==> config.mk <==
export PLATFORM = sky130hd
export DESIGN_NAME = nbpc_ram
export DESIGN_NICKNAME = d
export VERILOG_FILES = /design/src/rtl/core/nbpc_ram.sv
export SDC_FILE = /design/constraint.sdc
export NUM_CORES = 1
export LEC_CHECK = 0
export BUFFER_PORTS_ARGS = -buffer_cell sky130_fd_sc_hd__buf_2
export CAP_MARGIN = 20
export CORE_UTILIZATION = 45
export CTS_BUF_LIST = sky130_fd_sc_hd__clkbuf_2
export CTS_CLUSTER_DIAMETER = 30
export DETAILED_ROUTE_END_ITERATION = 8
export HOLD_SLACK_MARGIN = 0.02
export RECOVER_POWER = 25
export REMOVE_ABC_BUFFERS = 1
export SLEW_MARGIN = 20
export SYNTH_ARGS = -nofsm -noshare
export SYNTH_HDL_FRONTEND = slang
export SYNTH_SLANG_ARGS = --single-unit
==> constraint.sdc <==
create_clock -name clk_i -period 5.75 [get_ports clk_i]
set_input_delay 0.2875 -clock clk_i [delete_from_list [all_inputs] [get_ports clk_i]]
set_output_delay 0.2875 -clock clk_i [all_outputs]
set_load 0.03 [all_outputs]
==> src/rtl/core/nbpc_ram.sv <==
// ----------------------------------------------------------------------------
// Naive Bayes pixel classifier RAM
// Generic single write port, single registered read port memory.
// ----------------------------------------------------------------------------
module nbpc_ram #(
  parameter int unsigned WIDTH = 32,
  parameter int unsigned DEPTH = 16,
  localparam int unsigned AW   = $clog2(DEPTH)
) (
  input  logic             clk_i,
  input  logic             we_i,
  input  logic [AW-1:0]    waddr_i,
  input  logic [WIDTH-1:0] wdata_i,
  input  logic [AW-1:0]    raddr_i,
  output logic [WIDTH-1:0] rdata_o
);

  logic [WIDTH-1:0] mem_q [DEPTH];

  always_ff @(posedge clk_i) begin
    if (we_i) begin
      mem_q[waddr_i] <= wdata_i;
    end
    rdata_o <= mem_q[raddr_i];
  end

endmodule

; ---- After elaboration in Yosys (flattened, before gate mapping)
; Memories as Yosys holds them, arrays and structs flattened. A register that Yosys moved wholly into a read port is not among the register bits.
; Cells that the tools add are included.
[totals]
mem_bits_rw = 512
regBits = 0
mem_count = 1
word_cells = 3
output_inout_bits = 32
input_bits = 42
[op_classes]
n_mux = 2
[memory_table]
columns = memory, depth, word_bits, rd, rd_ports_with_merged_regs, wr, line_no
row1 = mem_q, 16, 32, 1, 1, 1, 18  ; logic [WIDTH-1:0] mem_q [DEPTH];
[ops]
columns = operator, n
row1 = two-way mux 1 bit, 2

; ---- Longest topological paths before layout
; Gate-level depths: netlist of run 1.
[depth]
ltp_word = 2
depth_mapped = 5
mapped_depth_nobuf = 3

; ---- Least setup slack after synthesis of run 1
; OpenSTA, ideal clock, no wires.
[synth_path]
path_kind = input -> register
start = input port waddr_i[2]
end = memory mem_q[0][0] (enable)
stages = 2
arrival_time_ns = 3.006
setup_ns = 0.461
n_path_buf = 0
required_ns = 5.289
setup_slack_ns = 2.283
cell_sequence = or3b_2 > nor3_1
[synth_rtl]
columns = item, line_no
row1 = start: declaration, 12  ; input logic [AW-1:0] waddr_i,
row2 = end: declaration, 18
; Straight into the memory's write port.

; ---- Worst setup path after layout of run 1
[layout_path]
start = input port waddr_i[2]
end = memory mem_q[10][17] (enable)
; Straight into the memory's write port.

==> flow_summary.yaml, run 1 <==
die:
  std_cell_rows: 76
  core_area_um2: 43270
  starting_density_of_the_core: 0.4589
  floorplan.die_area_um2: 44960
  die-height_um: 212.0
  chipWidth_um: 212.0
  io_pins: 74
timing:
  worst_slew_pin_slew_ns: 0.8496
  unrepaired_setup_endpoints_after_global_routing: "no"
  clock_skew_ns: 0.05945
  finalHoldWorstSlack_ns: 0.1358
  postLayoutSetupSlackWorst_ns: 3.440
  period_minus_slack_ns: 2.310
  timing.slew.headroom: 0.4336
  timing.final.max_slew_violations: 0
  fin_crit_sh: 0.4018
  timing.setup.tns_ns: 0
  finalHoldViolations: 0
  report.final.setup_viol: 0
  fmax_mhz: 432.8
clock_network:
  cts_repair_resize_count: 0
  cts_root_buf: "sky130_fd_sc_hd__clkbuf_2"
  clk_pin_slew_ns: 0.09
  tritoncts: "built"
  tritoncts_num_sinks: 544
  clock_path_buffers: 3
  post_cts_buffers: 0
  tritoncts.num_buffers: 140
  h-tree-depth: 4
  insertion_delay_ns: 1.00
  cts-hold-fix-buffers: 41
logic_synthesis:
  postSynthCellCount: 838
  synth_seq_cells: 544
  ys_warn_count: 0
  post-synth-top-count-cell: "sky130_fd_sc_hd__edfxtp_1"
  mappedNetlistArea_um2: 19850
  synth-edff-count: 512
  ys_top_cells_by_count: "sky130_fd_sc_hd__edfxtp_1 (512), sky130_fd_sc_hd__mux4_2 (128), sky130_fd_sc_hd__a22oi_1 (64)"
  distinct_cell_type_count_after_synthesis: 18
  synth_area_leaders: "sky130_fd_sc_hd__edfxtp_1 (77%), sky130_fd_sc_hd__mux4_2 (15%), sky130_fd_sc_hd__dfxtp_1 (3.2%), sky130_fd_sc_hd__a22oi_1 (2.4%), sky130_fd_sc_hd__nand2_1 (0.62%)"
  postSynth.topFlopCell: "sky130_fd_sc_hd__edfxtp_1"
  syn-mean-instance-area_um2: 23.69
  synth_largest_area_cell: "sky130_fd_sc_hd__edfxtp_1"
  area_share_of_the_largest_cell_type_after_synthesis: 0.7744
  synthArstFlopShare: 0
  synth.yosys.seq_area_share: 0.8067
critical_path:
  worst_path_max_delay_cell: "sky130_fd_sc_hd__dlygate4sd3_1"
  end_kind: "register"
  r2r_cells: 3
  cp_num_buf_inv: 4
  critical-path-max-stage-delay_ns: 0.69
  r2r_slack_ns: 4.40
  setup.worst_path.start_class: "primary input"
  critical_path.reg2reg.startpoint: "mem_q[0][26]"
  worst-endpoint-required_ns: 6.36
  worstPathCellList: "dlygate4sd3_1 > buf_2 > nand3b_1 > dlygate4sd3_1 > nor2_4 > buf_4"
  worst-endpoint-arrival_ns: 2.92
  path_delay_family: "buffers and inverters"
  critical_path_class: "primary input to register"
  cp_most_frequent_cell: "sky130_fd_sc_hd__dlygate4sd3_1"
  r2r-end: "rdata_o[26]"
  worst-path-max-fanout: 19
drt:
  detail_route.wirelength_um: 42470
  drt.antenna.violating_nets: 0
  wire_per_inst_um: 24.02
  detail_route.vias_per_cell: 5.388
  route.detailed.drc: 0
  firstDrtPassIters: 5
  drt_iter0_drc: 773
  routed-via-count: 9526
pwr:
  totalPowerFinal_mw: 7.426
  vdd_ir_max_v: 0.0001342
  p_per_area_nw_per_um2: 327.0
  cellLeakagePower_nw: 7.541
global_route:
  gr-usage-all-layers: 0.1969
  grt_start_max_net_pins: 68
  grt_antenna_before_repair: 2
  first_global_vias: 9963
  grt_pass1_wl_um: 62230
  globalRouteOverflowTotal: 0
worst_hold_path:
  min_to: "rdata_o[13]"
  min_path_type: "primary input to register"
  min_path_cells: 5
  hold_path.startpoint: "raddr_i[2]"
place:
  dp_hpwl_um: 19140
  preCtsSetupSlack_ns: 3.143
  placed_cell_area_um2: 21070
  gp_routability_congestion: 0.6926
  numPortBuffers: 73
layout:
  final.fill_count: 3536
  layout-drive-gt1-share: 0.3763
  num-nets-final: 1117
  layout.cell_area.non_filler_um2: 22710
  syn_to_final_growth_pct: 14.37
job:
  maxCapViolations: 0
outcome:
  status: "complete, no violations"
-- cells in the final DEF (no fill, tap or decap) --
master,n
sky130_fd_sc_hd__or3b_2,1
sky130_fd_sc_hd__buf_12,1
sky130_fd_sc_hd__edfxtp_1,512
sky130_fd_sc_hd__clkbuf_1,26
sky130_fd_sc_hd__nand2_1,33
sky130_fd_sc_hd__nor2_4,13
sky130_fd_sc_hd__nor3_2,4
sky130_fd_sc_hd__mux4_2,128
sky130_fd_sc_hd__nand3b_1,2
sky130_fd_sc_hd__clkinv_1,23
sky130_fd_sc_hd__clkbuf_8,1
sky130_fd_sc_hd__clkbuf_2,214
sky130_fd_sc_hd__and2_2,1
sky130_fd_sc_hd__dlygate4sd3_1,41
sky130_fd_sc_hd__buf_2,45
sky130_fd_sc_hd__nand2b_1,2
sky130_fd_sc_hd__buf_4,23
sky130_fd_sc_hd__a22oi_1,64
sky130_fd_sc_hd__nand3_1,1
sky130_fd_sc_hd__bufinv_16,2
sky130_fd_sc_hd__dfxtp_1,32
sky130_fd_sc_hd__diode_2,3
sky130_fd_sc_hd__buf_6,1
sky130_fd_sc_hd__clkinv_2,4
sky130_fd_sc_hd__inv_2,4
sky130_fd_sc_hd__nor2b_4,2
-- per-stage QoR --
step | cells | util
4_1_cts | 1765 | 0.5254
2_1_floorplan | 795 | -
3_3_place_gp | 1477 | 0.4870
6_report | 1768 | 0.5248
3_5_place_dp | 1477 | 0.4870
5_1_grt | 1768 | 0.5248
-- worst max-delay path by stage --
| stage | startpoint | endpoint | slack [ns] | depth (start not counted) |
|---|---|---|---|---|
| floorplan | waddr_i[2] | mem_q[0][0] | 2.28 | 2 |
| global placement | raddr_i[0] | rdata_o[23] | 3.13 | 5 |
| detailed placement | raddr_i[0] | rdata_o[16] | 3.14 | 5 |
| CTS | waddr_i[2] | mem_q[10][31] | 3.54 | 6 |
| global route | waddr_i[2] | mem_q[10][31] | 3.45 | 6 |
| finish | waddr_i[2] | mem_q[10][17] | 3.44 | 6 |
-- per-layer routing --
layer / GRT usage / share of wire / vias up
li1: - / - / 4140
met5: 0 / 0 / -
met1: 0.2782 / 0.44 / 5021
met4: 0.06272 / 0.011 / 0
met3: 0.04269 / 0.064 / 46
met2: 0.3080 / 0.49 / 319
-- cell type report --
cell class / count / area (µm²) / area share
sequential: 544 / 16020 / 0.7053
antenna: 3 / 7.507 / 0.0003306
multi-input combinational: 251 / 3750 / 0.1651
tap: 585 / 732.0 / 0.03223
clock inverter: 33 / 181.4 / 0.007989
clock buffer: 214 / 1071 / 0.04717
timing repair buffer: 138 / 950.9 / 0.04188
-- power breakdown --
group | internal, mW | switching (mW) | leakage, nW
registers | 4.43 | 0.0264 | 4.89
logic | 0.171 | 0.273 | 1.66
clock network | 1.07 | 1.46 | 0.986
-- state kept, by name, indices dropped and copies added (netlist names) --
register	count
rdata_o	32
mem_q	512
-- kinds of logic (layout without fill, tap and decap cells) --
| kind of cell | Yosys count | count (layout) | share of synthesized area |
|---|---|---|---|
| flip-flops | 544 | 544 | 0.8067 |
| multiplexers | 128 | 128 | 0.1452 |
| AO/OA/AOI/OAI | 64 | 64 | 0.02420 |
| AND/OR/NAND/NOR | 59 | 59 | 0.01273 |
| buffers and inverters | 43 | 385 | 0.01122 |
| other | 0 | 3 | 0 |
-- worst register-to-register path: stages (launching register included) --
cell	delay (ns)
sky130_fd_sc_hd__edfxtp_1	0.37
sky130_fd_sc_hd__mux4_2	0.47
sky130_fd_sc_hd__a22oi_1	0.28
sky130_fd_sc_hd__nand2_1	0.09
(Power assumes the default switching activity.)
==> inputs of run 2 (changes only) <==
==> constraint.sdc (replaced) <==
create_clock -name clk_i -period 2 [get_ports clk_i]
set_input_delay 0.1 -clock clk_i [delete_from_list [all_inputs] [get_ports clk_i]]
set_output_delay 0.1 -clock clk_i [all_outputs]
set_load 0.03 [all_outputs]
==> flow_summary.yaml, run 2 (same netlist as run 1, synthesis figures left out) <==
clock_network:
  tritoncts_num_sinks: 544
  tritoncts: "built"
  insertion_delay_ns: 1.19
  clk_pin_slew_ns: 0.10
  clock_path_buffers: 3
  post_cts_buffers: 0
  h-tree-depth: 4
  tritoncts.num_buffers: 139
  cts_root_buf: "sky130_fd_sc_hd__clkbuf_2"
timing:
  report.final.setup_viol: 1
  timing.setup.tns_ns: -0.02008
  clock_skew_ns: 0.06782
  unrepaired_setup_endpoints_after_global_routing: "yes"
  period_minus_slack_ns: 2.020
  fmax_mhz: 495.0
  finalHoldWorstSlack_ns: 0.2238
  timing.slew.headroom: 0.3795
  postLayoutSetupSlackWorst_ns: -0.02008
  worst_slew_pin_slew_ns: 0.9307
  fin_crit_sh: 1.010
  timing.final.max_slew_violations: 0
  finalHoldViolations: 0
critical_path:
  worst_path_max_delay_cell: "sky130_fd_sc_hd__dlygate4sd3_1"
  critical-path-max-stage-delay_ns: 0.61
  r2r-end: "rdata_o[8]"
  crit_path_start: "raddr_i[0]"
  worst-path-max-fanout: 12
  r2r_cells: 4
  r2r_slack_ns: 0.24
  critical_path.reg2reg.startpoint: "mem_q[7][8]"
  setup.worst_path.end: "rdata_o[8]"
  critical_path_class: "primary input to register"
  worst-endpoint-arrival_ns: 3.13
  worstPathCellList: "dlygate4sd3_1 > clkbuf_8 > dlygate4sd3_1 > buf_12 > buf_16 > mux4_2 > a22oi_1 > dlygate4sd3_1 > nand2_1"
  end_kind: "register"
  cp_most_frequent_cell: "sky130_fd_sc_hd__dlygate4sd3_1"
  setup.worst_path.start_class: "primary input"
  worst-endpoint-required_ns: 3.11
die:
  floorplan.die_area_um2: 44960
  core_area_um2: 43270
  std_cell_rows: 76
  io_pins: 74
  starting_density_of_the_core: 0.4589
  chipWidth_um: 212.0
  die-height_um: 212.0
layout:
  top_regs: "mem_q (512), rdata_o (32)"
  multi_input_comb_area_um2: 3750
  layout_common_cells: "sky130_fd_sc_hd__edfxtp_1 (512), sky130_fd_sc_hd__clkbuf_2 (214), sky130_fd_sc_hd__mux4_2 (128)"
  largest_register_ff_count: 512
  layout.cell_area.non_filler_um2: 23890
  syn_to_final_growth_pct: 20.35
  layout.area.seq_um2: 16030
  layout.cells.most_common: "sky130_fd_sc_hd__edfxtp_1"
  num-nets-final: 1174
  final.fill_count: 3428
  finalNonFillerCells: 1832
  top_register: "mem_q"
  layout-drive-gt1-share: 0.3928
pwr:
  p_per_area_nw_per_um2: 931.7
  vdd_ir_max_v: 0.0004160
  cellLeakagePower_nw: 8.032
place:
  numPortBuffers: 73
  gp_routability_congestion: 0.6970
  dp_hpwl_um: 20060
  preCtsSetupSlack_ns: 0.3347
  placed_cells: 1486
  placed_cell_area_um2: 21460
worst_hold_path:
  min_path_type: "primary input to register"
global_route:
  gr-usage-all-layers: 0.2024
  first_global_vias: 10389
  grt_pass1_wl_um: 63890
  globalRouteOverflowTotal: 0
  grt_start_max_net_pins: 51
  grt_antenna_before_repair: 2
drt:
  route.detailed.drc: 0
  routed-via-count: 9824
  drt.antenna.violating_nets: 0
  detail_route.wirelength_um: 43460
  firstDrtPassIters: 5
  detail_route.vias_per_cell: 5.362
  drt_iter0_drc: 943
  wire_per_inst_um: 23.72
job:
  maxCapViolations: 0
outcome:
  violated_checks: "setup timing"
  status: "finished, violations left"
==> run 2: power by group <==
group          switching (mW)  internal (mW)  total, mW  leakage [nW]
sequential             0.0877           12.7       12.8          4.90
clock                    4.35           3.61       7.96          1.04
combinational           0.819          0.665       1.48          2.09
==> run 2: layout make-up <==
cell class | count | area share
repair buffers | 196 | 0.08294
well taps | 585 | 0.03063
diodes | 2 | 0.0002095
multi-input cells | 251 | 0.1569
clock buffers | 212 | 0.04440
flip-flops and latches | 544 | 0.6710
clock inverters | 42 | 0.01382
==> run 2: critical path, delay by kind of cell <==
| kind | cells | cell delay (ns) |
|---|---|---|
| AO/OA/AOI/OAI | 1 | 0.18 |
| AND/OR/NAND/NOR | 1 | 0.05 |
| multiplexers | 1 | 0.50 |
| buffers and inverters | 6 | 2.27 |
==> run 2: layer usage <==
layer	share of wire	vias to the layer above	GRT usage
met1	0.45	5131	0.2883
met5	0	-	0
met4	0.015	0	0.07471
met2	0.47	373	0.2978
li1	-	4270	-
met3	0.071	50	0.05849
==> run 2: repair_timing <==
| action | CTS | global route |
|---|---|---|
| hold buffers | 89 | 0 |
| gates cloned | 0 | 3 |
| setup endpoints to repair | 21 | 37 |
| resized for setup | 45 | 4 |
| pin swaps | 0 | 1 |
| endpoints found under the hold margin | 1056 | 0 |
==> run 2: how the worst min path moves through the flow <==
stage / startpoint / endpoint / slack, ns / depth (start not counted)
2_1_floorplan: wdata_i[0] / mem_q[0][0] / 0.20 / 0
3_3_place_gp: wdata_i[16] / mem_q[2][16] / 0.48 / 1
3_5_place_dp: wdata_i[29] / mem_q[12][29] / 0.49 / 1
4_1_cts: raddr_i[0] / rdata_o[4] / 0.07 / 6
5_1_grt: raddr_i[3] / rdata_o[27] / 0.11 / 6
6_report: raddr_i[3] / rdata_o[31] / 0.22 / 6
==> run 2: per-stage QoR <==
step	utilization	total power, mW
global route	0.5523	23.25
global placement	0.4961	14.35
floorplan	-	13.69
finish	0.5523	22.26
CTS	0.5514	22.57
detailed placement	0.4961	14.37
==> inputs of run 3 (changes only) <==
--- a/config.mk
+++ b/config.mk
@@ -7,13 +7,15 @@
 export LEC_CHECK = 0
 export BUFFER_PORTS_ARGS = -buffer_cell sky130_fd_sc_hd__buf_2
 export CAP_MARGIN = 20
-export CORE_UTILIZATION = 45
+export CORE_UTILIZATION = 55
 export CTS_BUF_LIST = sky130_fd_sc_hd__clkbuf_2
 export CTS_CLUSTER_DIAMETER = 30
 export DETAILED_ROUTE_END_ITERATION = 8
 export HOLD_SLACK_MARGIN = 0.02
+export PLACE_DENSITY = 0.75
 export RECOVER_POWER = 25
 export REMOVE_ABC_BUFFERS = 1
+export SKIP_CTS_REPAIR_TIMING = 1
 export SLEW_MARGIN = 20
 export SYNTH_ARGS = -nofsm -noshare
 export SYNTH_HDL_FRONTEND = slang
==> flow_summary.yaml, run 3 (same netlist as run 1, synthesis figures left out) <==
job:
  maxCapViolations: 0
timing:
  fmax_mhz: 559.5
  worst_slew_pin_slew_ns: 0.9562
  timing.final.max_slew_violations: 0
  report.final.setup_viol: 0
  fin_crit_sh: 0.8937
  period_minus_slack_ns: 1.787
  clock_skew_ns: 0.05378
  unrepaired_setup_endpoints_after_global_routing: "no"
  timing.slew.headroom: 0.3625
  finalHoldViolations: 0
pwr:
  p_comb_frac: 0.063
  power.clock.fraction: 0.351
  p_sw_mw: 5.022
  vdd_ir_max_v: 0.0004941
  p_per_area_nw_per_um2: 937.0
  cellLeakagePower_nw: 7.861
  p_int_mw: 16.85
  seq_power_share: 0.586
  switching_share: 0.2296
  totalPowerFinal_mw: 21.88
drt:
  drt_iter0_drc: 951
  route.detailed.drc: 0
  detail_route.vias_per_cell: 5.794
  routed-via-count: 9710
  wire_per_inst_um: 23.75
  detail_route.wirelength_um: 39810
  firstDrtPassIters: 5
  drt.antenna.violating_nets: 0
clock_network:
  clk_pin_slew_ns: 0.09
  tritoncts.num_buffers: 133
  insertion_delay_ns: 1.00
  cts_root_buf: "sky130_fd_sc_hd__clkbuf_2"
  tritoncts: "built"
  h-tree-depth: 4
  tritoncts_num_sinks: 544
  clock_path_buffers: 3
critical_path:
  critical_path.reg2reg.startpoint: "mem_q[11][3]"
  critical_path_class: "register to register"
  crit_path_start: "mem_q[11][3]"
  worst-endpoint-arrival_ns: 2.66
  critical-path-max-stage-delay_ns: 0.58
  r2r-end: "rdata_o[3]"
  r2r_cells: 4
  setup.worst_path.start_class: "register"
  end_kind: "register"
  worst-endpoint-required_ns: 2.87
  worst-path-max-fanout: 1
  worstPathCellList: "mux4_2 > dlygate4sd3_1 > a22oi_1 > nand2_1"
  r2r_slack_ns: 0.21
  setup.worst_path.end: "rdata_o[3]"
  worst_path_max_delay_cell: "sky130_fd_sc_hd__dlygate4sd3_1"
global_route:
  globalRouteOverflowTotal: 0
  grt_start_max_net_pins: 44
  grt_antenna_before_repair: 3
  first_global_vias: 9960
  gr-usage-all-layers: 0.2239
  grt_pass1_wl_um: 58590
layout:
  layout.cells.most_common: "sky130_fd_sc_hd__edfxtp_1"
  final.fill_count: 2372
  top_register: "mem_q"
  layout.area.seq_um2: 16020
  syn_to_final_growth_pct: 17.60
  multi_input_comb_area_um2: 3735
  top_regs: "mem_q (512), rdata_o (32)"
  largest_register_ff_count: 512
  postLayoutCoreUtil: 0.6564
  num-nets-final: 1157
  layout-drive-gt1-share: 0.3817
  layout_common_cells: "sky130_fd_sc_hd__edfxtp_1 (512), sky130_fd_sc_hd__clkbuf_2 (199), sky130_fd_sc_hd__mux4_2 (128)"
die:
  std_cell_rows: 69
  chipWidth_um: 192.0
  starting_density_of_the_core: 0.5582
  die-height_um: 192.0
  floorplan.die_area_um2: 36860
  core_area_um2: 35570
  io_pins: 74
place:
  numPortBuffers: 73
  dp_hpwl_um: 19510
  gp_routability_congestion: 0.7205
outcome:
  status: "complete, no violations"
worst_hold_path:
  min_path_type: "primary input to register"
run 3: changes by cell type in the layout (fill, tap and decap cells not counted), moves of 3 or more:
cell	before	now
sky130_fd_sc_hd__clkinv_1	24	16
sky130_fd_sc_hd__buf_4	16	6
sky130_fd_sc_hd__clkbuf_16	3	0
sky130_fd_sc_hd__dfxtp_2	9	0
sky130_fd_sc_hd__dlygate4sd3_1	87	80
sky130_fd_sc_hd__dfxtp_1	21	32
sky130_fd_sc_hd__buf_2	40	67
sky130_fd_sc_hd__buf_6	12	0
sky130_fd_sc_hd__clkbuf_1	9	6
sky130_fd_sc_hd__clkbuf_2	214	199
run 3: area by class of cell:
class / count / area share
multi-input combinational: 251 / 0.1600
antenna: 2 / 0.0002144
sequential: 544 / 0.6860
tap: 461 / 0.02471
clock inverter: 36 / 0.01463
clock buffer: 197 / 0.04223
timing repair buffer: 185 / 0.07229
run 3: power by group through the flow:
stage / clock network (mW) / logic (mW) / registers, mW
floorplan: 0 / 0.490 / 13.2
global placement: 0 / 1.24 / 13.1
detailed placement: 0 / 1.27 / 13.1
CTS: 7.87 / 1.27 / 12.8
global route: 8.44 / 1.48 / 12.8
finish: 7.69 / 1.38 / 12.8
run 3: critical path, delay by kind of cell (launching register included):
family | cells | cell delay, ns
and+or+nand+nor | 1 | 0.08
muxes | 1 | 0.46
DFF | 1 | 0.37
buffers and inverters | 1 | 0.58
AOI/OAI and AO/OA | 1 | 0.19
run 3: how the worst min path moves through the flow:
stage                           start      endpoint  slack [ns]  depth (start not counted)
after global placement     wdata_i[5]  mem_q[10][5]        0.47                          1
after floorplan            wdata_i[0]   mem_q[0][0]        0.20                          0
after detailed placement  wdata_i[17]  mem_q[7][17]        0.48                          1
final                      raddr_i[0]    rdata_o[3]        0.27                          5
after global routing       raddr_i[0]    rdata_o[3]        0.19                          5
after CTS                 wdata_i[16]  mem_q[9][16]       -0.67                          1
run 3: metrics by stage:
stage	TNS (ns)	hold WS, ns	cells	worst slack, ns	instance area (µm²)
global placement	0	0.4676	1361	0.3619	21270
finish	0	0.2684	1676	0.2126	23350
CTS	0	-0.6674	1594	0.1412	22600
floorplan	-195.13	0.1989	795	-1.280	19630
global route	0	0.1947	1675	0.1344	23340
detailed placement	0	0.4776	1361	0.3514	21270
run 3: routing by layer:
metal	part of all wire	wire length (µm)	up-vias	global-route usage
met5	0.00020	8	-	0
met4	0.013	527	2	0.08237
met3	0.071	2818	50	0.06011
met2	0.50	20080	415	0.3550
met1	0.41	16380	5011	0.3015
li1	-	-	4232	-
